$ cat config.mk
export PLATFORM = sky130hd
export DESIGN_NAME = dcm_div
export DESIGN_NICKNAME = d
export VERILOG_FILES = /design/src/hw/rtl/dcm_pkg.sv /design/src/hw/rtl/dcm_div.sv
export SDC_FILE = /design/constraint.sdc
export NUM_CORES = 1
export LEC_CHECK = 0
export BUFFER_PORTS_ARGS = -buffer_cell sky130_fd_sc_hd__buf_2
export CORE_MARGIN = 8
export CORE_UTILIZATION = 52
export CTS_CLUSTER_DIAMETER = 120
export DETAILED_ROUTE_END_ITERATION = 8
export GPL_ROUTABILITY_DRIVEN = 0
export PLACE_DENSITY = 0.82
export SLEW_MARGIN = 20
export SYNTH_ARGS = -nofsm -noshare
export SYNTH_HDL_FRONTEND = slang
export SYNTH_SLANG_ARGS = --single-unit
$ cat constraint.sdc
create_clock -name clk_i -period 3.2 [get_ports clk_i]
set_input_delay 0.64 -clock clk_i [delete_from_list [all_inputs] [get_ports clk_i]]
set_output_delay 0.64 -clock clk_i [all_outputs]
set_load 0.01 [all_outputs]
$ cat src/hw/rtl/dcm_pkg.sv
// Shared constants, types and factor tables of the depth median and decimation block.
package dcm_pkg;

  // Frame geometry and field widths.
  localparam int unsigned WIDTH     = 640;
  localparam int unsigned HEIGHT    = 480;
  localparam int unsigned CW        = $clog2(WIDTH);
  localparam int unsigned RW        = $clog2(HEIGHT);
  localparam int unsigned DW        = ($clog2(WIDTH + 1) > $clog2(HEIGHT + 1)) ?
                                      $clog2(WIDTH + 1) : $clog2(HEIGHT + 1);
  localparam int unsigned PIX_W     = 16;
  localparam int unsigned FW        = 4;
  localparam int unsigned NFACT     = 2 ** FW;
  localparam int unsigned OUT_ROW_W = 9;
  localparam int unsigned OUT_COL_W = 10;

  // Step counter width of the serial position divider.
  localparam int unsigned DIV_SW    = $clog2(DW + 1);

  // Window and result queue sizing.
  localparam int unsigned WIN         = 3;
  localparam int unsigned MAX_RES     = 2;
  localparam int unsigned PIPE_SLOTS  = 4;
  localparam int unsigned FIFO_DEPTH  = 16;
  localparam int unsigned FIFO_AW     = $clog2(FIFO_DEPTH);
  localparam int unsigned CNT_W       = FIFO_AW + 1;
  localparam int unsigned READY_LIMIT = FIFO_DEPTH - MAX_RES * PIPE_SLOTS;

  typedef logic [PIX_W-1:0] pix_t;
  typedef logic [DW-1:0]    dq_t;
  typedef logic [FW-1:0]    fact_t;

  // One window column, held in ascending order.
  typedef struct packed {
    pix_t lo;
    pix_t md;
    pix_t hi;
  } col_t;

  // One result beat as it sits in the output queue.
  typedef struct packed {
    pix_t                 depth;
    logic [OUT_ROW_W-1:0] row;
    logic [OUT_COL_W-1:0] col;
    logic                 last;
  } res_t;

  // Quotient and remainder of the last mirrored column, indexed by the raw factor.
  localparam dq_t COL_LAST_DIV [NFACT] = '{
    dq_t'((WIDTH - 1) / 1),  dq_t'((WIDTH - 1) / 1),  dq_t'((WIDTH - 1) / 2),
    dq_t'((WIDTH - 1) / 3),  dq_t'((WIDTH - 1) / 4),  dq_t'((WIDTH - 1) / 5),
    dq_t'((WIDTH - 1) / 6),  dq_t'((WIDTH - 1) / 7),  dq_t'((WIDTH - 1) / 8),
    dq_t'((WIDTH - 1) / 9),  dq_t'((WIDTH - 1) / 10), dq_t'((WIDTH - 1) / 11),
    dq_t'((WIDTH - 1) / 12), dq_t'((WIDTH - 1) / 13), dq_t'((WIDTH - 1) / 14),
    dq_t'((WIDTH - 1) / 15)
  };

  localparam fact_t COL_LAST_MOD [NFACT] = '{
    fact_t'((WIDTH - 1) % 1),  fact_t'((WIDTH - 1) % 1),  fact_t'((WIDTH - 1) % 2),
    fact_t'((WIDTH - 1) % 3),  fact_t'((WIDTH - 1) % 4),  fact_t'((WIDTH - 1) % 5),
    fact_t'((WIDTH - 1) % 6),  fact_t'((WIDTH - 1) % 7),  fact_t'((WIDTH - 1) % 8),
    fact_t'((WIDTH - 1) % 9),  fact_t'((WIDTH - 1) % 10), fact_t'((WIDTH - 1) % 11),
    fact_t'((WIDTH - 1) % 12), fact_t'((WIDTH - 1) % 13), fact_t'((WIDTH - 1) % 14),
    fact_t'((WIDTH - 1) % 15)
  };

  // Number of output rows and columns kept for each factor.
  localparam dq_t ROW_LIM [NFACT] = '{
    dq_t'(HEIGHT / 1),  dq_t'(HEIGHT / 1),  dq_t'(HEIGHT / 2),  dq_t'(HEIGHT / 3),
    dq_t'(HEIGHT / 4),  dq_t'(HEIGHT / 5),  dq_t'(HEIGHT / 6),  dq_t'(HEIGHT / 7),
    dq_t'(HEIGHT / 8),  dq_t'(HEIGHT / 9),  dq_t'(HEIGHT / 10), dq_t'(HEIGHT / 11),
    dq_t'(HEIGHT / 12), dq_t'(HEIGHT / 13), dq_t'(HEIGHT / 14), dq_t'(HEIGHT / 15)
  };

  localparam dq_t COL_LIM [NFACT] = '{
    dq_t'(WIDTH / 1),  dq_t'(WIDTH / 1),  dq_t'(WIDTH / 2),  dq_t'(WIDTH / 3),
    dq_t'(WIDTH / 4),  dq_t'(WIDTH / 5),  dq_t'(WIDTH / 6),  dq_t'(WIDTH / 7),
    dq_t'(WIDTH / 8),  dq_t'(WIDTH / 9),  dq_t'(WIDTH / 10), dq_t'(WIDTH / 11),
    dq_t'(WIDTH / 12), dq_t'(WIDTH / 13), dq_t'(WIDTH / 14), dq_t'(WIDTH / 15)
  };

  // A factor of zero behaves as one.
  function automatic fact_t eff_factor(input fact_t f);
    return (f == '0) ? fact_t'(1) : f;
  endfunction

endpackage

$ cat src/hw/rtl/dcm_div.sv
// Bit-serial restoring divider of a position by the decimation factor.
module dcm_div (
  input  logic            clk_i,
  input  logic            rst_ni,
  input  logic            start_i,
  input  dcm_pkg::dq_t    dividend_i,
  input  dcm_pkg::fact_t  divisor_i,
  output logic            busy_o,
  output logic            done_o,
  output dcm_pkg::dq_t    quot_o,
  output dcm_pkg::fact_t  rem_o
);

  logic [dcm_pkg::DIV_SW-1:0] step_q;
  logic                       busy_q;
  dcm_pkg::dq_t               quot_q;
  dcm_pkg::fact_t             rem_q;
  dcm_pkg::fact_t             dsr_q;
  logic [dcm_pkg::FW:0]       rem_sh;
  logic [dcm_pkg::FW:0]       rem_sub;
  logic                       fits;

  assign rem_sh  = {rem_q, quot_q[dcm_pkg::DW-1]};
  assign fits    = rem_sh >= {1'b0, dsr_q};
  assign rem_sub = rem_sh - {1'b0, dsr_q};

  always_ff @(posedge clk_i or negedge rst_ni) begin
    if (!rst_ni) begin
      busy_q <= 1'b0;
      step_q <= '0;
    end else if (start_i) begin
      busy_q <= 1'b1;
      step_q <= dcm_pkg::DIV_SW'(dcm_pkg::DW);
    end else if (busy_q) begin
      step_q <= step_q - dcm_pkg::DIV_SW'(1);
      if (step_q == dcm_pkg::DIV_SW'(1)) begin
        busy_q <= 1'b0;
      end
    end
  end

  always_ff @(posedge clk_i) begin
    if (start_i) begin
      quot_q <= dividend_i;
      rem_q  <= '0;
      dsr_q  <= divisor_i;
    end else if (busy_q) begin
      quot_q <= {quot_q[dcm_pkg::DW-2:0], fits};
      rem_q  <= fits ? rem_sub[dcm_pkg::FW-1:0] : rem_sh[dcm_pkg::FW-1:0];
    end
  end

  assign busy_o = busy_q;
  assign done_o = busy_q && (step_q == dcm_pkg::DIV_SW'(1)) && !start_i;
  assign quot_o = {quot_q[dcm_pkg::DW-2:0], fits};
  assign rem_o  = fits ? rem_sub[dcm_pkg::FW-1:0] : rem_sh[dcm_pkg::FW-1:0];

endmodule

==> summary.md <==
| Metric | Value |
|---|---|
| Worst-case hold slack | 0.122 ns |
| PostCTS Resize Cnt | 0 |
| Count of cell types in the netlist | 34 |
| Cell Area, Synth | 1300 um^2 |
| Number of H-tree levels | 1 |
| Number of instances in the synthesized netlist | 115 |
| Synth Area in Adders | 0.0730 |
| Clock insertion delay at the later pin of the skew report | 0.30 ns |
| Post-CTS repair timing setup buffer count | 0 |
| Number of antenna violations at the first check in global routing | 0 |
| Mean area per synthesized cell | 11.3 um^2 |
| Highest net fanout along the worst path | 8 |
| Number of clock buffers inserted by TritonCTS | 3 |
| Cell with the most instances after synthesis | edfxtp_1 |
| Data arrival, critical path | 2.25 ns |
| Pin count of the biggest net entering global routing | 22 |
| Port Buffers | 32 |
| Clock transition at the register clock pins on the worst setup and hold paths after CTS | 0.13 ns |
| Violation count after the first detailed-routing iteration | 47 |
| Critical path startpoint category | flip-flop |
| Number of standard-cell rows in the floorplan | 18 |
| Overall die height | 66.1 um |
| CTS tree | built |
| Largest family of logic cells by synthesized area | compound AO/OA/AOI/OAI gates |
| Antenna diode count | 0 |
| Count of flip-flops with a built-in enable after synthesis | 14 |
| Final Cell Area | 1430 um^2 |
| Wire length per cell | 15.2 um |
| Reg-to-Reg End | quot_q[0]$_DFFE_PP_ |
| Final wirelength | 2530 um |
| Post-synthesis mux area share | 0.0980 |
| Worst-margin pin slew | 0.445 ns |
| Setup-failing EPs final | 0 |
| Initial standard-cell utilization of the core | 0.535 |
| Area fraction in compound gates after synthesis | 0.124 |
| Area share of the largest cell type after synthesis | 0.323 |
| Length in cells of the worst reg-to-reg path | 6 |
| Final worst slack | 0.307 ns |
| Layout Area Growth over Synthesis | 9.70% |
| Pwr Density | 765 nW/um^2 |
| Antenna Violating Nets Remaining | 0 |
| CTS sink cnt | 23 |
| Via count normalized by instance count | 5.31 |
| Most numerous cell types in the synthesized netlist | edfxtp_1 (14), buf_4 (10), inv_1 (10), mux2_2 (10), nand2_1 (9) |
| R2r setup slk | 1.19 ns |
| Ports | 33 |
| Yosys warning count | 0 |
| Layout cells sized above 1 | 0.372 |
| Final core utilization | 0.587 |
| Highest clock frequency the design can meet | 346 MHz |
| DRC viols | 0 |
| Wire length of the first global-routing pass | 4080 um |
| Core Region | 2430 um^2 |
| Max cap viols | 0 |
| Detailed-router iteration count before antenna repair | 4 |
| Setup Crit Path Kind | reg2out |
| Req. time, crit path | 2.56 ns |
| Overall fraction of global-route tracks in use | 0.119 |
| Static power due to leakage | 0.644 nW |
| Path class of the lowest-slack min-delay path | in2async |
| Fillers | 215 |
| Clock Tree Buf Depth | 2 |
| Critical Path Sink Type | primary output |
| Sequential area share after synthesis | 0.480 |
| Total Die Area | 4360 um^2 |
| Final nets | 162 |
| Number of hold buffers added after cts | 0 |
| Seq cells post-synth | 23 |
| Fraction of synthesis flops using an asynchronous set or reset pin | 0.217 |
| Mapped Nets | 139 |
| Top cells by area, synth | edfxtp_1 (32%), dfrtp_1 (9.6%), mux2_2 (8.6%) |
| Setup TNS Final | 0 ns |
| Run status | finished, final reports clean |
| Synthesized-area fraction occupied by and/or/nand/nor cells | 0.0913 |
| Fin crit period | 2.89 ns |
| Post-synthesis xor/xnor area fraction | 0.0269 |
| Endpoints failing hold | 0 |
| Unrepaired setup endpoints after global routing | no |
| Worst r2r src | dsr_q[1]$_DFFE_PP_ |
| Area of placed instances | 1400 um^2 |
| Vias in the first global route | 912 |
| Most frequently used flop master after synthesis | edfxtp_1 |
| Setup WS pre-CTS | 0.635 ns |
| Final worst path period share | 0.904 |
| Clk root buf | clkbuf_4 |
| Cell type contributing the most total cell area after synthesis | edfxtp_1 |
| DR vias | 887 |
| Global route total overflow | 0 |
| Max_slew headroom | 0.704 |
| Hpwl dp | 2000 um |
| Width of the die | 66.1 um |
| Largest clock skew in the final design | 0.00920 ns |
| Worst voltage drop across the vdd grid | 0.515 mV |
| Final-report max-slew violation count | 0 |
worst max-delay path by stage:
stage / start / end / slack [ns] / cells after the start
floorplan: dsr_q[2]$_DFFE_PP_ / rem_o[2] / 0.75 / 7
global placement: rem_q[1]$_SDFFE_PP0P_ / rem_o[2] / 0.69 / 6
detailed placement: dsr_q[1]$_DFFE_PP_ / rem_o[2] / 0.64 / 7
CTS: dsr_q[1]$_DFFE_PP_ / rem_o[2] / 0.29 / 7
global route: dsr_q[1]$_DFFE_PP_ / rem_o[2] / 0.18 / 7
finish: dsr_q[1]$_DFFE_PP_ / rem_o[2] / 0.31 / 7
metal layers:
layer,part of all wire,global-route usage,vias to the layer above
met5,0,0,-
met4,0.0071,0.0240,0
met3,0.061,0.0390,2
met2,0.49,0.201,24
met1,0.44,0.144,418
li1,-,-,443
report_power, final:
part           leakage [nW]  internal (W)  total [W]  switching (W)
Combinational         0.396      0.000256   0.000535       0.000279
Clock                0.0150     0.0000484   0.000131      0.0000827
Sequential            0.234      0.000379   0.000427      0.0000485
cells in the final DEF, fill, tap and decap left out, drive strengths merged, types with 2 or more instances in the layout:
cell type	synthesis	routed
edfxtp	14	14
clkbuf	2	4
mux2	11	11
dfrtp	5	5
o21ai	4	4
a21oi	5	5
inv	10	10
ha	6	6
nor2	6	6
dfxtp	4	4
nor2b	2	2
nor3	2	2
nand2	9	9
buf	12	32
a211oi	4	4
nand3	2	2
nor4	2	2
xnor2	3	3
logic make-up (layout without fill, tap and decap cells):
family | count (synthesis) | after routing
XOR/XNOR | 4 | 4
adder cells (fa/ha/maj) | 7 | 7
multiplexers | 11 | 11
AND/OR/NAND/NOR | 25 | 25
flip-flops | 23 | 23
AO/OA/AOI/OAI | 20 | 20
buffers and inverters | 25 | 47
critical path: stages (launching register included):
cell and delay [ns]:
edfxtp_1 0.40, inv_1 0.05, ha_1 0.20, nor4_1 0.37, o21ai_1 0.26, and2_4 0.24, mux2_4 0.29, buf_2 0.14
state kept, by name (all words and copies together) (netlist names):
name    flops
busy_o      1
rem_q       4
quot_q     10
step_q      4
dsr_q       4
per-stage QoR:
stage | instances | total power, W
after floorplan | 115 | 0.000870
after global placement | 163 | 0.000947
after detailed placement | 163 | 0.000970
after CTS | 167 | 0.00110
after global routing | 167 | 0.00116
final | 167 | 0.00109
cell type report:
class                           instances  area, um^2  area share
Tap cell                               30        37.5      0.0263
Sequential cell                        23         626       0.438
Clock buffer                            4        26.3      0.0184
Timing Repair Buffer                   32         160       0.112
Inverter                               11        41.3      0.0289
Multi-Input combinational cell         67         538       0.377
Power figures use the tool's default switching activity.
