### src/hw/rtl/dcm_pkg.sv
// Shared constants, types and factor tables of the depth median and decimation block.
package dcm_pkg;

  // Frame geometry and field widths.
  localparam int unsigned WIDTH     = 640;
  localparam int unsigned HEIGHT    = 480;
  localparam int unsigned CW        = $clog2(WIDTH);
  localparam int unsigned RW        = $clog2(HEIGHT);
  localparam int unsigned DW        = ($clog2(WIDTH + 1) > $clog2(HEIGHT + 1)) ?
                                      $clog2(WIDTH + 1) : $clog2(HEIGHT + 1);
  localparam int unsigned PIX_W     = 16;
  localparam int unsigned FW        = 4;
  localparam int unsigned NFACT     = 2 ** FW;
  localparam int unsigned OUT_ROW_W = 9;
  localparam int unsigned OUT_COL_W = 10;

  // Step counter width of the serial position divider.
  localparam int unsigned DIV_SW    = $clog2(DW + 1);

  // Window and result queue sizing.
  localparam int unsigned WIN         = 3;
  localparam int unsigned MAX_RES     = 2;
  localparam int unsigned PIPE_SLOTS  = 4;
  localparam int unsigned FIFO_DEPTH  = 16;
  localparam int unsigned FIFO_AW     = $clog2(FIFO_DEPTH);
  localparam int unsigned CNT_W       = FIFO_AW + 1;
  localparam int unsigned READY_LIMIT = FIFO_DEPTH - MAX_RES * PIPE_SLOTS;

  typedef logic [PIX_W-1:0] pix_t;
  typedef logic [DW-1:0]    dq_t;
  typedef logic [FW-1:0]    fact_t;

  // One window column, held in ascending order.
  typedef struct packed {
    pix_t lo;
    pix_t md;
    pix_t hi;
  } col_t;

  // One result beat as it sits in the output queue.
  typedef struct packed {
    pix_t                 depth;
    logic [OUT_ROW_W-1:0] row;
    logic [OUT_COL_W-1:0] col;
    logic                 last;
  } res_t;

  // Quotient and remainder of the last mirrored column, indexed by the raw factor.
  localparam dq_t COL_LAST_DIV [NFACT] = '{
    dq_t'((WIDTH - 1) / 1),  dq_t'((WIDTH - 1) / 1),  dq_t'((WIDTH - 1) / 2),
    dq_t'((WIDTH - 1) / 3),  dq_t'((WIDTH - 1) / 4),  dq_t'((WIDTH - 1) / 5),
    dq_t'((WIDTH - 1) / 6),  dq_t'((WIDTH - 1) / 7),  dq_t'((WIDTH - 1) / 8),
    dq_t'((WIDTH - 1) / 9),  dq_t'((WIDTH - 1) / 10), dq_t'((WIDTH - 1) / 11),
    dq_t'((WIDTH - 1) / 12), dq_t'((WIDTH - 1) / 13), dq_t'((WIDTH - 1) / 14),
    dq_t'((WIDTH - 1) / 15)
  };

  localparam fact_t COL_LAST_MOD [NFACT] = '{
    fact_t'((WIDTH - 1) % 1),  fact_t'((WIDTH - 1) % 1),  fact_t'((WIDTH - 1) % 2),
    fact_t'((WIDTH - 1) % 3),  fact_t'((WIDTH - 1) % 4),  fact_t'((WIDTH - 1) % 5),
    fact_t'((WIDTH - 1) % 6),  fact_t'((WIDTH - 1) % 7),  fact_t'((WIDTH - 1) % 8),
    fact_t'((WIDTH - 1) % 9),  fact_t'((WIDTH - 1) % 10), fact_t'((WIDTH - 1) % 11),
    fact_t'((WIDTH - 1) % 12), fact_t'((WIDTH - 1) % 13), fact_t'((WIDTH - 1) % 14),
    fact_t'((WIDTH - 1) % 15)
  };

  // Number of output rows and columns kept for each factor.
  localparam dq_t ROW_LIM [NFACT] = '{
    dq_t'(HEIGHT / 1),  dq_t'(HEIGHT / 1),  dq_t'(HEIGHT / 2),  dq_t'(HEIGHT / 3),
    dq_t'(HEIGHT / 4),  dq_t'(HEIGHT / 5),  dq_t'(HEIGHT / 6),  dq_t'(HEIGHT / 7),
    dq_t'(HEIGHT / 8),  dq_t'(HEIGHT / 9),  dq_t'(HEIGHT / 10), dq_t'(HEIGHT / 11),
    dq_t'(HEIGHT / 12), dq_t'(HEIGHT / 13), dq_t'(HEIGHT / 14), dq_t'(HEIGHT / 15)
  };

  localparam dq_t COL_LIM [NFACT] = '{
    dq_t'(WIDTH / 1),  dq_t'(WIDTH / 1),  dq_t'(WIDTH / 2),  dq_t'(WIDTH / 3),
    dq_t'(WIDTH / 4),  dq_t'(WIDTH / 5),  dq_t'(WIDTH / 6),  dq_t'(WIDTH / 7),
    dq_t'(WIDTH / 8),  dq_t'(WIDTH / 9),  dq_t'(WIDTH / 10), dq_t'(WIDTH / 11),
    dq_t'(WIDTH / 12), dq_t'(WIDTH / 13), dq_t'(WIDTH / 14), dq_t'(WIDTH / 15)
  };

  // A factor of zero behaves as one.
  function automatic fact_t eff_factor(input fact_t f);
    return (f == '0) ? fact_t'(1) : f;
  endfunction

endpackage

### src/hw/rtl/dcm_col_cell.sv
// One column cell of the 3x3 window: holds a sorted column and hands it on per pixel.
module dcm_col_cell (
  input  logic          clk_i,
  input  logic          rst_ni,
  input  logic          shift_i,
  input  dcm_pkg::col_t col_i,
  output dcm_pkg::col_t col_o
);

  dcm_pkg::col_t col_q;

  always_ff @(posedge clk_i or negedge rst_ni) begin
    if (!rst_ni) begin
      col_q <= '0;
    end else if (shift_i) begin
      col_q <= col_i;
    end
  end

  assign col_o = col_q;

endmodule

### config.mk
export PLATFORM = sky130hd
export DESIGN_NAME = dcm_col_cell
export DESIGN_NICKNAME = d
export VERILOG_FILES = /design/src/hw/rtl/dcm_pkg.sv /design/src/hw/rtl/dcm_col_cell.sv
export SDC_FILE = /design/constraint.sdc
export NUM_CORES = 1
export LEC_CHECK = 0
export ABC_CLOCK_PERIOD_IN_PS = 1200
export BUFFER_PORTS_ARGS = -buffer_cell sky130_fd_sc_hd__buf_2
export CAP_MARGIN = 20
export CELL_PAD_IN_SITES_DETAIL_PLACEMENT = 0
export CELL_PAD_IN_SITES_GLOBAL_PLACEMENT = 1
export CORE_MARGIN = 8
export CORE_UTILIZATION = 35
export DETAILED_ROUTE_END_ITERATION = 8
export PLACE_DENSITY = 0.85
export SYNTH_ARGS = -nofsm -noshare
export SYNTH_HDL_FRONTEND = slang
export SYNTH_SLANG_ARGS = --single-unit
### constraint.sdc
create_clock -name clk_i -period 1.2 [get_ports clk_i]
set_clock_uncertainty 0.2 [all_clocks]
set_input_delay 0.24 -clock clk_i [delete_from_list [all_inputs] [get_ports clk_i]]
set_output_delay 0.24 -clock clk_i [all_outputs]
set_load 0.02 [all_outputs]
==> results of run 1 <==
==> layout by cell type (no fill, tap or decap) <==
cell	count
buf_4	28
buf_12	3
dfrtp_1	48
dlygate4sd3_1	49
clkinv_2	1
clkinvlp_4	1
buf_6	50
buf_2	50
mux2_2	28
clkbuf_8	5
mux2_4	20
bufinv_16	1
==> path summary, 6_finish.rpt <==
path                           start        end  slack, ns  depth (start not counted)
setup / recovery           col_o[34]  col_o[34]       -0.1                          1
hold / removal               shift_i  col_o[22]       0.25                          3
setup reg to reg           col_o[47]  col_o[47]      -0.02                          3
hold reg to reg             col_o[5]   col_o[5]       0.34                          1
max in group asynchronous     rst_ni  col_o[27]       0.29                          3
min in group asynchronous     rst_ni  col_o[38]       0.29                          3
==> report_power, final <==
| group | internal (mW) | total, mW | switching (mW) |
|---|---|---|---|
| clock network | 0.617 | 1.14 | 0.526 |
| registers | 1.78 | 1.90 | 0.124 |
| logic | 0.779 | 1.27 | 0.490 |
| total | 3.17 | 4.31 | 1.14 |
==> final cells by class <==
| type | count | area, sq um | share of cell area [%] |
|---|---|---|---|
| Clock buffer | 5 | 68.8 | 1.92 |
| Clock inverter | 3 | 42.5 | 1.19 |
| Sequential cell | 48 | 1200 | 33.5 |
| Tap cell | 70 | 87.6 | 2.44 |
| Timing Repair Buffer | 180 | 1570 | 43.8 |
| Multi-Input combinational cell | 48 | 616 | 17.1 |
==> worst register-to-register path, cell delays in order (launching register included) <==
cell     delay [ns]
dfrtp_1        0.41
buf_4          0.14
buf_4          0.12
mux2_2         0.25
==> routing by layer <==
layer  GRT usage, %  wire length (um)
met1           16.9              2380
met2           25.9              2870
met3           7.17               653
met4           3.53                 8
met5              0                 0
==> synthesized netlist by cell type <==
master	count
buf_2	2
buf_6	3
dfrtp_1	48
mux2_2	28
mux2_4	20
==> logic make-up after synthesis <==
group,synth area share (%)
buf+inv,2.35
mux,33.1
flops,64.6
==> what timing repair did <==
item,CTS,global route
setup buffers,17,11
hold buffers,49,0
endpoints found under the setup margin,48,48
hold endpoints to repair,96,0
gates resized for setup,96,2
==> metrics by stage <==
| stage | instances | power [mW] | hold WS, ns | instance area, sq um | setup TNS, ns |
|---|---|---|---|---|---|
| 2_1_floorplan | 101 | 2.34 | -0.256 | 1860 | 0 |
| 3_3_place_gp | 269 | 2.67 | 0.0442 | 2470 | -1.67 |
| 3_5_place_dp | 269 | 2.69 | 0.0446 | 2470 | -2.41 |
| 4_1_cts | 343 | 4.28 | 0.232 | 3500 | -3.89 |
| 5_1_grt | 354 | 4.51 | 0.237 | 3590 | -5.20 |
| 6_report | 354 | 4.31 | 0.245 | 3590 | -3.40 |
==> results.toml, run 1 <==
[route]
drt_iter0_drc = 43
drt_pass1_iterations = 4
drc = 0
post_drt_wl_per_cell_um = 16.7
vias_per_cell = 4.30
wirelength_um = 5920
ant_nets = 0
vias = 1522

[grt]
grt_max_degree = 49
antenna_found_initial = 0
grt_usage_pct = 15.3
grt_pass1_vias = 1806
grt_pass1_wl_um = 9280
overflow = 0

[run_status]
status = "finished, violations left"
failed_checks = "setup timing"

[setup_path]
cp-start-kind = "flip-flop"
crit_chain = "buf_6"
cp-end-kind = "primary output"
path_class = "reg2out"
slowest_stage = "dfrtp_1"
cp.arrival_ns = 0.86
worstPathMaxFanout = 2
cp_top_family = "flip-flops"
crit_buf_inv = 1
cpPeakStageDelay_ns = 0.42
worstPathRequired_ns = 0.76

[floorplan]
num_rows = 26
die_y_um = 88.9
initial_core_util_pct = 36.4
die_x_um = 88.9
pin_count = 99
design.core.area_sq_um = 5110
design.die.area_sq_um = 7900

[synth]
netlist_area_sq_um = 1860
synthDistinctLibCells = 5
synth_area_leaders = "dfrtp_1 65%, mux2_2 17%, mux2_4 16%"
seq_area_frac_synth_pct = 64.6
netlist_instances = 101
synth_fp_nets = 152
synth_top_area_share_pct = 64.6
synth-seq-cells = 48
yosys.area.top_type = "dfrtp_1"
yosys_warnings = 0
syn_area_per_cell_sq_um = 18.4

[placement]
dpl.hpwl_um = 3450
numPortBuffers = 98
post-place-ws_ns = -0.0941
place_congestion = 0.719

[clock_tree]
cts_made_buffers = 5
cts_max_path_buffers = 2
clk_latency_ns = 0.29
htree_levels = 2
numClockSinks = 48
clockRootBuffer = "clkbuf_8"
cts_tree = "done"
clkTransAtPathRegs_ns = 0.09

[cells_and_area]
fill_cells = 344
layout.nets = 334
largest_register_ffs = 48
post-route-util_pct = 70.3
antenna_cells = 0
drive_gt1_share_pct = 65.8
area_growth_pct = 92.9

[timing]
setup_viol = 51
slew_headroom_pct = 82.8
rsz0062_at_grt = "true"
finalMaxSlewViolations = 0
fin_crit_ns = 1.30
fin_crit_sh_pct = 108
fmax_mhz = 771
worst_pin_slew_ns = 0.258
hold_viol_final = 0
setup_slack_ns = -0.0975

[pwr]
peakVddDrop_v = 0.000852
leakagePower_nw = 1.76
pwr_density_cell_nw_per_um2 = 1200

[worst_hold_path]
min_path_type = "in2reg"

[flow_run]
max_cap_viol_count = 0
Note: power is estimated with default switching activity, not from simulation.
==> run 2, diff against run 1 <==
--- a/config.mk
+++ b/config.mk
@@ -5,13 +5,14 @@
 export SDC_FILE = /design/constraint.sdc
 export NUM_CORES = 1
 export LEC_CHECK = 0
+export ABC_AREA = 1
 export ABC_CLOCK_PERIOD_IN_PS = 1200
 export BUFFER_PORTS_ARGS = -buffer_cell sky130_fd_sc_hd__buf_2
 export CAP_MARGIN = 20
 export CELL_PAD_IN_SITES_DETAIL_PLACEMENT = 0
 export CELL_PAD_IN_SITES_GLOBAL_PLACEMENT = 1
 export CORE_MARGIN = 8
-export CORE_UTILIZATION = 35
+export CORE_UTILIZATION = 31
 export DETAILED_ROUTE_END_ITERATION = 8
 export PLACE_DENSITY = 0.85
 export SYNTH_ARGS = -nofsm -noshare
==> results.toml, run 2 <==
[synth]
synth_compound_area_share_pct = 0
synthMuxAreaShare_pct = 0
syn_area_per_cell_sq_um = 8.89
async_flop_share_pct = 100
synth_area_leaders = "dfrtp_1 67%, nand2_1 30%, buf_2 1.7%"
synth-main-ff-cell = "dfrtp_1"
synth_fp_nets = 254
synth_top_family_by_area = "simple AND/OR/NAND/NOR gates"
netlist_instances = 203
netlist_area_sq_um = 1810
yosys_warnings = 0
synth_edf_count = 0
yosysMostFrequentCell = "nand2_1"
yosys.area.top_type = "dfrtp_1"
synth_top_area_share_pct = 66.5
synthSimpleGateAreaFrac_pct = 29.9
seq_area_frac_synth_pct = 66.5
synthDistinctLibCells = 5
synthAdderAreaFrac_pct = 0
yosys-top-cells-count = "144 x nand2_1, 48 x dfrtp_1, 6 x buf_2"
synth_xor_area_share_pct = 0
synth-seq-cells = 48

[pwr]
p_int_mw = 3.11
p_sw_share_pct = 26.1
share_seq_of_total_power_pct = 44.4
leakagePower_nw = 1.94
share_comb_of_total_power_pct = 26.0
p_clk_share_pct = 29.5
pwr_density_cell_nw_per_um2 = 1190
p_switching_mw = 1.10
peakVddDrop_v = 0.000524

[setup_path]
worstPathRequired_ns = 0.76
cp-start-kind = "flip-flop"
cp_top_family = "flip-flops"
slowest_stage = "dfrtp_1"
crit_buf_inv = 1
cpPeakStageDelay_ns = 0.41
worstPathMaxFanout = 2
crit_chain = "buf_6"
cp.arrival_ns = 0.85
cp-end-kind = "primary output"
path_class = "reg2out"

[cells_and_area]
largest_register_ffs = 48
area_growth_pct = 96.0
layout.nets = 432
fill_cells = 430
post-route-util_pct = 63.5
final_common_cell = "nand2_1"
antenna_cells = 0
instances_no_fill = 454
drive_gt1_share_pct = 36.6
final_cell_mix = "144 x nand2_1, 50 x dlygate4sd3_1, 50 x buf_2"

[route]
drt_iter0_drc = 39
post_drt_wl_per_cell_um = 13.0
wirelength_um = 5880
vias = 1888
ant_nets = 0
drc = 0
vias_per_cell = 4.16
drt_pass1_iterations = 4

[timing]
fin_crit_sh_pct = 107
slew_headroom_pct = 82.9
rsz0062_at_grt = "true"
finalMaxSlewViolations = 0
worst_pin_slew_ns = 0.257
fmax_mhz = 775
setup_viol = 48
fin_crit_ns = 1.29
hold_viol_final = 0
setup_slack_ns = -0.0895

[grt]
groute.layer.met3.usage_pct = 4.92
antenna_found_initial = 0
grt_use_met2_pct = 24.0
grt_usage_pct = 13.7
met1_usage_pct = 15.4
grt_pass1_vias = 1937
top_usage_layer = "met2"
grt_max_degree = 49
overflow = 0
grt_pass1_wl_um = 9560

[placement]
numPortBuffers = 98
dpl.hpwl_um = 3420
place_congestion = 0.708
place_inst = 368

[floorplan]
design.die.area_sq_um = 8520
num_rows = 27
die_x_um = 92.3
initial_core_util_pct = 32.4
pin_count = 99
design.core.area_sq_um = 5570
die_y_um = 92.3

[clock_tree]
clkTransAtPathRegs_ns = 0.09
clockRootBuffer = "clkbuf_8"
cts_made_buffers = 5
clk_latency_ns = 0.29
numClockSinks = 48
htree_levels = 2
cts_tree = "done"
cts_max_path_buffers = 2

[run_status]
status = "finished, violations left"
failed_checks = "setup timing"

[flow_run]
max_cap_viol_count = 0

[worst_hold_path]
min_path_type = "in2reg"
==> run 2: cell count changes after synthesis, sizes merged <==
cell,previous run,this run
nand2,0,144
mux2,48,0
buf,5,10
inv,0,1
==> run 2: kinds of logic after synthesis <==
| family | after synthesis |
|---|---|
| AND/OR/NAND/NOR | 144 |
| flip-flops | 48 |
| buffers and inverters | 11 |
==> run 2: layout make-up <==
class	instances	area, sq um	share of cell area (%)
flip-flops and latches	48	1200	33.9
well taps	72	90.1	2.55
repair buffers	181	1580	44.6
clock buffers	7	96.3	2.72
inverters	1	3.75	0.106
clock inverters	1	30.0	0.849
multi-input cells	144	541	15.3
==> run 2: power by group through the flow <==
stage / clock [mW] / sequential (mW) / combinational, mW
detailed placement: 0 / 1.86 / 0.683
CTS: 1.30 / 1.87 / 1.03
global route: 1.36 / 1.88 / 1.19
global placement: 0 / 1.86 / 0.676
floorplan: 0 / 2.05 / 0.171
finish: 1.24 / 1.87 / 1.09
==> run 2: metal layers <==
metal / up-vias / routed length (um) / share of wire, %
met5: - / 0 / 0
met2: 60 / 3010 / 51
met4: 0 / 57 / 0.97
met3: 6 / 434 / 7.4
met1: 863 / 2380 / 40
li1: 959 / - / -
==> run 2: path summary, 6_finish.rpt <==
check	startpoint	to	slack [ns]	cells past startpoint
setup / recovery	col_o[31]	col_o[31]	-0.09	1
hold / removal	shift_i	col_o[29]	0.03	3
setup reg to reg	col_o[21]	col_o[21]	0.13	4
hold reg to reg	col_o[20]	col_o[20]	0.30	2
max in group asynchronous	rst_ni	col_o[26]	0.32	3
min in group asynchronous	rst_ni	col_o[40]	0.26	3
==> run 2: metrics by stage <==
stage | hold WS [ns] | total power [mW] | cell area (sq um) | setup TNS [ns] | setup slack, ns
finish | 0.0299 | 4.21 | 3540 | -3.35 | -0.0895
global route | 0.0351 | 4.43 | 3540 | -5.05 | -0.129
CTS | 0.000416 | 4.19 | 3420 | -3.98 | -0.0979
detailed placement | 0.0503 | 2.54 | 2400 | 0 | 0.112
global placement | 0.0442 | 2.54 | 2400 | 0 | 0.131
floorplan | -0.256 | 2.22 | 1810 | 0 | 0.224
==> run 2: repair_timing <==
action	4_1_cts	5_1_grt
setup buffers	12	16
resized for setup	96	0
endpoints found under the setup margin	48	48
hold buffers	50	0
endpoints found under the hold margin	96	0
==> run 3, diff against run 2 <==
==> config.mk (replaced) <==
export PLATFORM = sky130hd
export DESIGN_NAME = dcm_col_cell
export DESIGN_NICKNAME = d
export VERILOG_FILES = /design/src/hw/rtl/dcm_pkg.sv /design/src/hw/rtl/dcm_col_cell.sv
export SDC_FILE = /design/constraint.sdc
export NUM_CORES = 1
export LEC_CHECK = 0
export ABC_AREA = 1
export ABC_CLOCK_PERIOD_IN_PS = 1600
export BUFFER_PORTS_ARGS = -buffer_cell sky130_fd_sc_hd__buf_4
export CAP_MARGIN = 20
export CELL_PAD_IN_SITES_DETAIL_PLACEMENT = 0
export CELL_PAD_IN_SITES_GLOBAL_PLACEMENT = 1
export CORE_MARGIN = 8
export CORE_UTILIZATION = 33
export DETAILED_ROUTE_END_ITERATION = 8
export PLACE_DENSITY = 0.9
export SYNTH_ARGS = -nofsm -noshare
export SYNTH_HDL_FRONTEND = slang
export SYNTH_SLANG_ARGS = --single-unit
==> constraint.sdc (replaced) <==
create_clock -name clk_i -period 1.6 [get_ports clk_i]
set_clock_uncertainty 0.2 [all_clocks]
set_input_delay 0.32 -clock clk_i [delete_from_list [all_inputs] [get_ports clk_i]]
set_output_delay 0.32 -clock clk_i [all_outputs]
set_load 0.02 [all_outputs]
==> results.toml, run 3 (same netlist as run 2, synthesis figures left out) <==
[setup_path]
cp_top_family = "flip-flops"
cp-start-kind = "flip-flop"
crit_chain = "buf_4"
cp.arrival_ns = 0.86
worstPathRequired_ns = 1.08
slowest_stage = "dfrtp_1"
path_class = "reg2out"
crit_buf_inv = 1
cp-end-kind = "primary output"
worstPathMaxFanout = 2
rrSetupSlack_ns = 0.77
cpPeakStageDelay_ns = 0.40

[pwr]
leakagePower_nw = 1.55
pwr_density_cell_nw_per_um2 = 992
p_total_mw = 2.69
peakVddDrop_v = 0.000394

[floorplan]
die_y_um = 90.0
die_x_um = 90.0
num_rows = 27
initial_core_util_pct = 33.4
design.core.area_sq_um = 5410
pin_count = 99
design.die.area_sq_um = 8090

[run_status]
status = "completed"

[timing]
hold_viol_final = 0
fin_setup_tns_ns = 0
slew_headroom_pct = 60.2
finalMaxSlewViolations = 0
fin_crit_sh_pct = 86.0
worst_pin_slew_ns = 0.597
holdWs_ns = 0.0198
setup_viol = 0
fmax_mhz = 727
fin_crit_ns = 1.38
rsz0062_at_grt = "false"

[route]
drt_iter0_drc = 59
post_drt_wl_per_cell_um = 12.6
drt_pass1_iterations = 3
ant_nets = 0
drc = 0
vias_per_cell = 4.21
vias = 1576
wirelength_um = 4700

[clock_tree]
clkTransAtPathRegs_ns = 0.08
cts_tree = "done"
cts_made_buffers = 5
cts_setup_buffers = 0
htree_levels = 2
numClockSinks = 48
clockRootBuffer = "clkbuf_8"
clk_latency_ns = 0.29
cts_max_path_buffers = 2

[cells_and_area]
final_cell_mix = "144 x nand2_1, 98 x buf_4, 48 x dfrtp_1"
largest_register_ffs = 48
area_growth_pct = 50.2
fin_area_sq_um = 2710
antenna_cells = 0
post-route-util_pct = 50.2
final_common_cell = "nand2_1"
fill_cells = 531
layout.nets = 352
drive_gt1_share_pct = 35.4

[grt]
grt_pass1_vias = 1614
grt_pass1_wl_um = 7910
antenna_found_initial = 0
overflow = 0
grt_usage_pct = 11.7
grt_max_degree = 49

[placement]
place_congestion = 0.700
place_area_sq_um = 2610
dpl.hpwl_um = 3420
numPortBuffers = 98

[flow_run]
max_cap_viol_count = 0

[worst_hold_path]
min_path_type = "in2reg"
## run 3: worst paths after layout
check                      startpoint  depth (start not counted)   endpoint
setup / recovery            col_o[13]                          1  col_o[13]
hold / removal              col_i[26]                          3  col_o[26]
setup reg to reg            col_o[19]                          2  col_o[19]
hold reg to reg             col_o[43]                          2  col_o[43]
max in group asynchronous      rst_ni                          2  col_o[15]
min in group asynchronous      rst_ni                          2  col_o[35]
## run 3: layout make-up
cell class,instances,area (sq um),area share (%)
flip-flops and latches,48,1200,44.3
well taps,72,90.1,3.32
multi-input cells,144,541,19.9
clock buffers,8,90.1,3.32
repair buffers,101,786,29.0
inverters,1,3.75,0.138
## run 3: worst register-to-register path: stages (launching register included)
cell	delay [ns]
dfrtp_1	0.39
nand2_1	0.07
nand2_1	0.06
## run 3: timing repair
action | 4_1_cts | 5_1_grt
gates resized for setup | 0 | 0
endpoints found under the hold margin | 48 | 0
hold buffers | 1 | 0
## run 3: report_power, final
group | internal (mW) | total, mW | switching [mW]
clock | 0.353 | 0.728 | 0.375
combinational | 0.268 | 0.584 | 0.316
sequential | 1.32 | 1.38 | 0.0586
total | 1.94 | 2.69 | 0.750
## run 3: per-stage QoR
step | setup slack, ns | instances
after floorplan | 0.544 | 203
after global placement | 0.344 | 365
after detailed placement | 0.290 | 365
after CTS | 0.206 | 374
after global routing | 0.184 | 374
final | 0.224 | 374
## run 3: per-layer routing
metal | wire length [um] | track usage, % | part of all wire (%)
met1 | 2020 | 13.8 | 43
met2 | 2160 | 17.8 | 46
met3 | 470 | 6.07 | 10
met4 | 51 | 3.74 | 1.1
met5 | 0 | 0 | 0
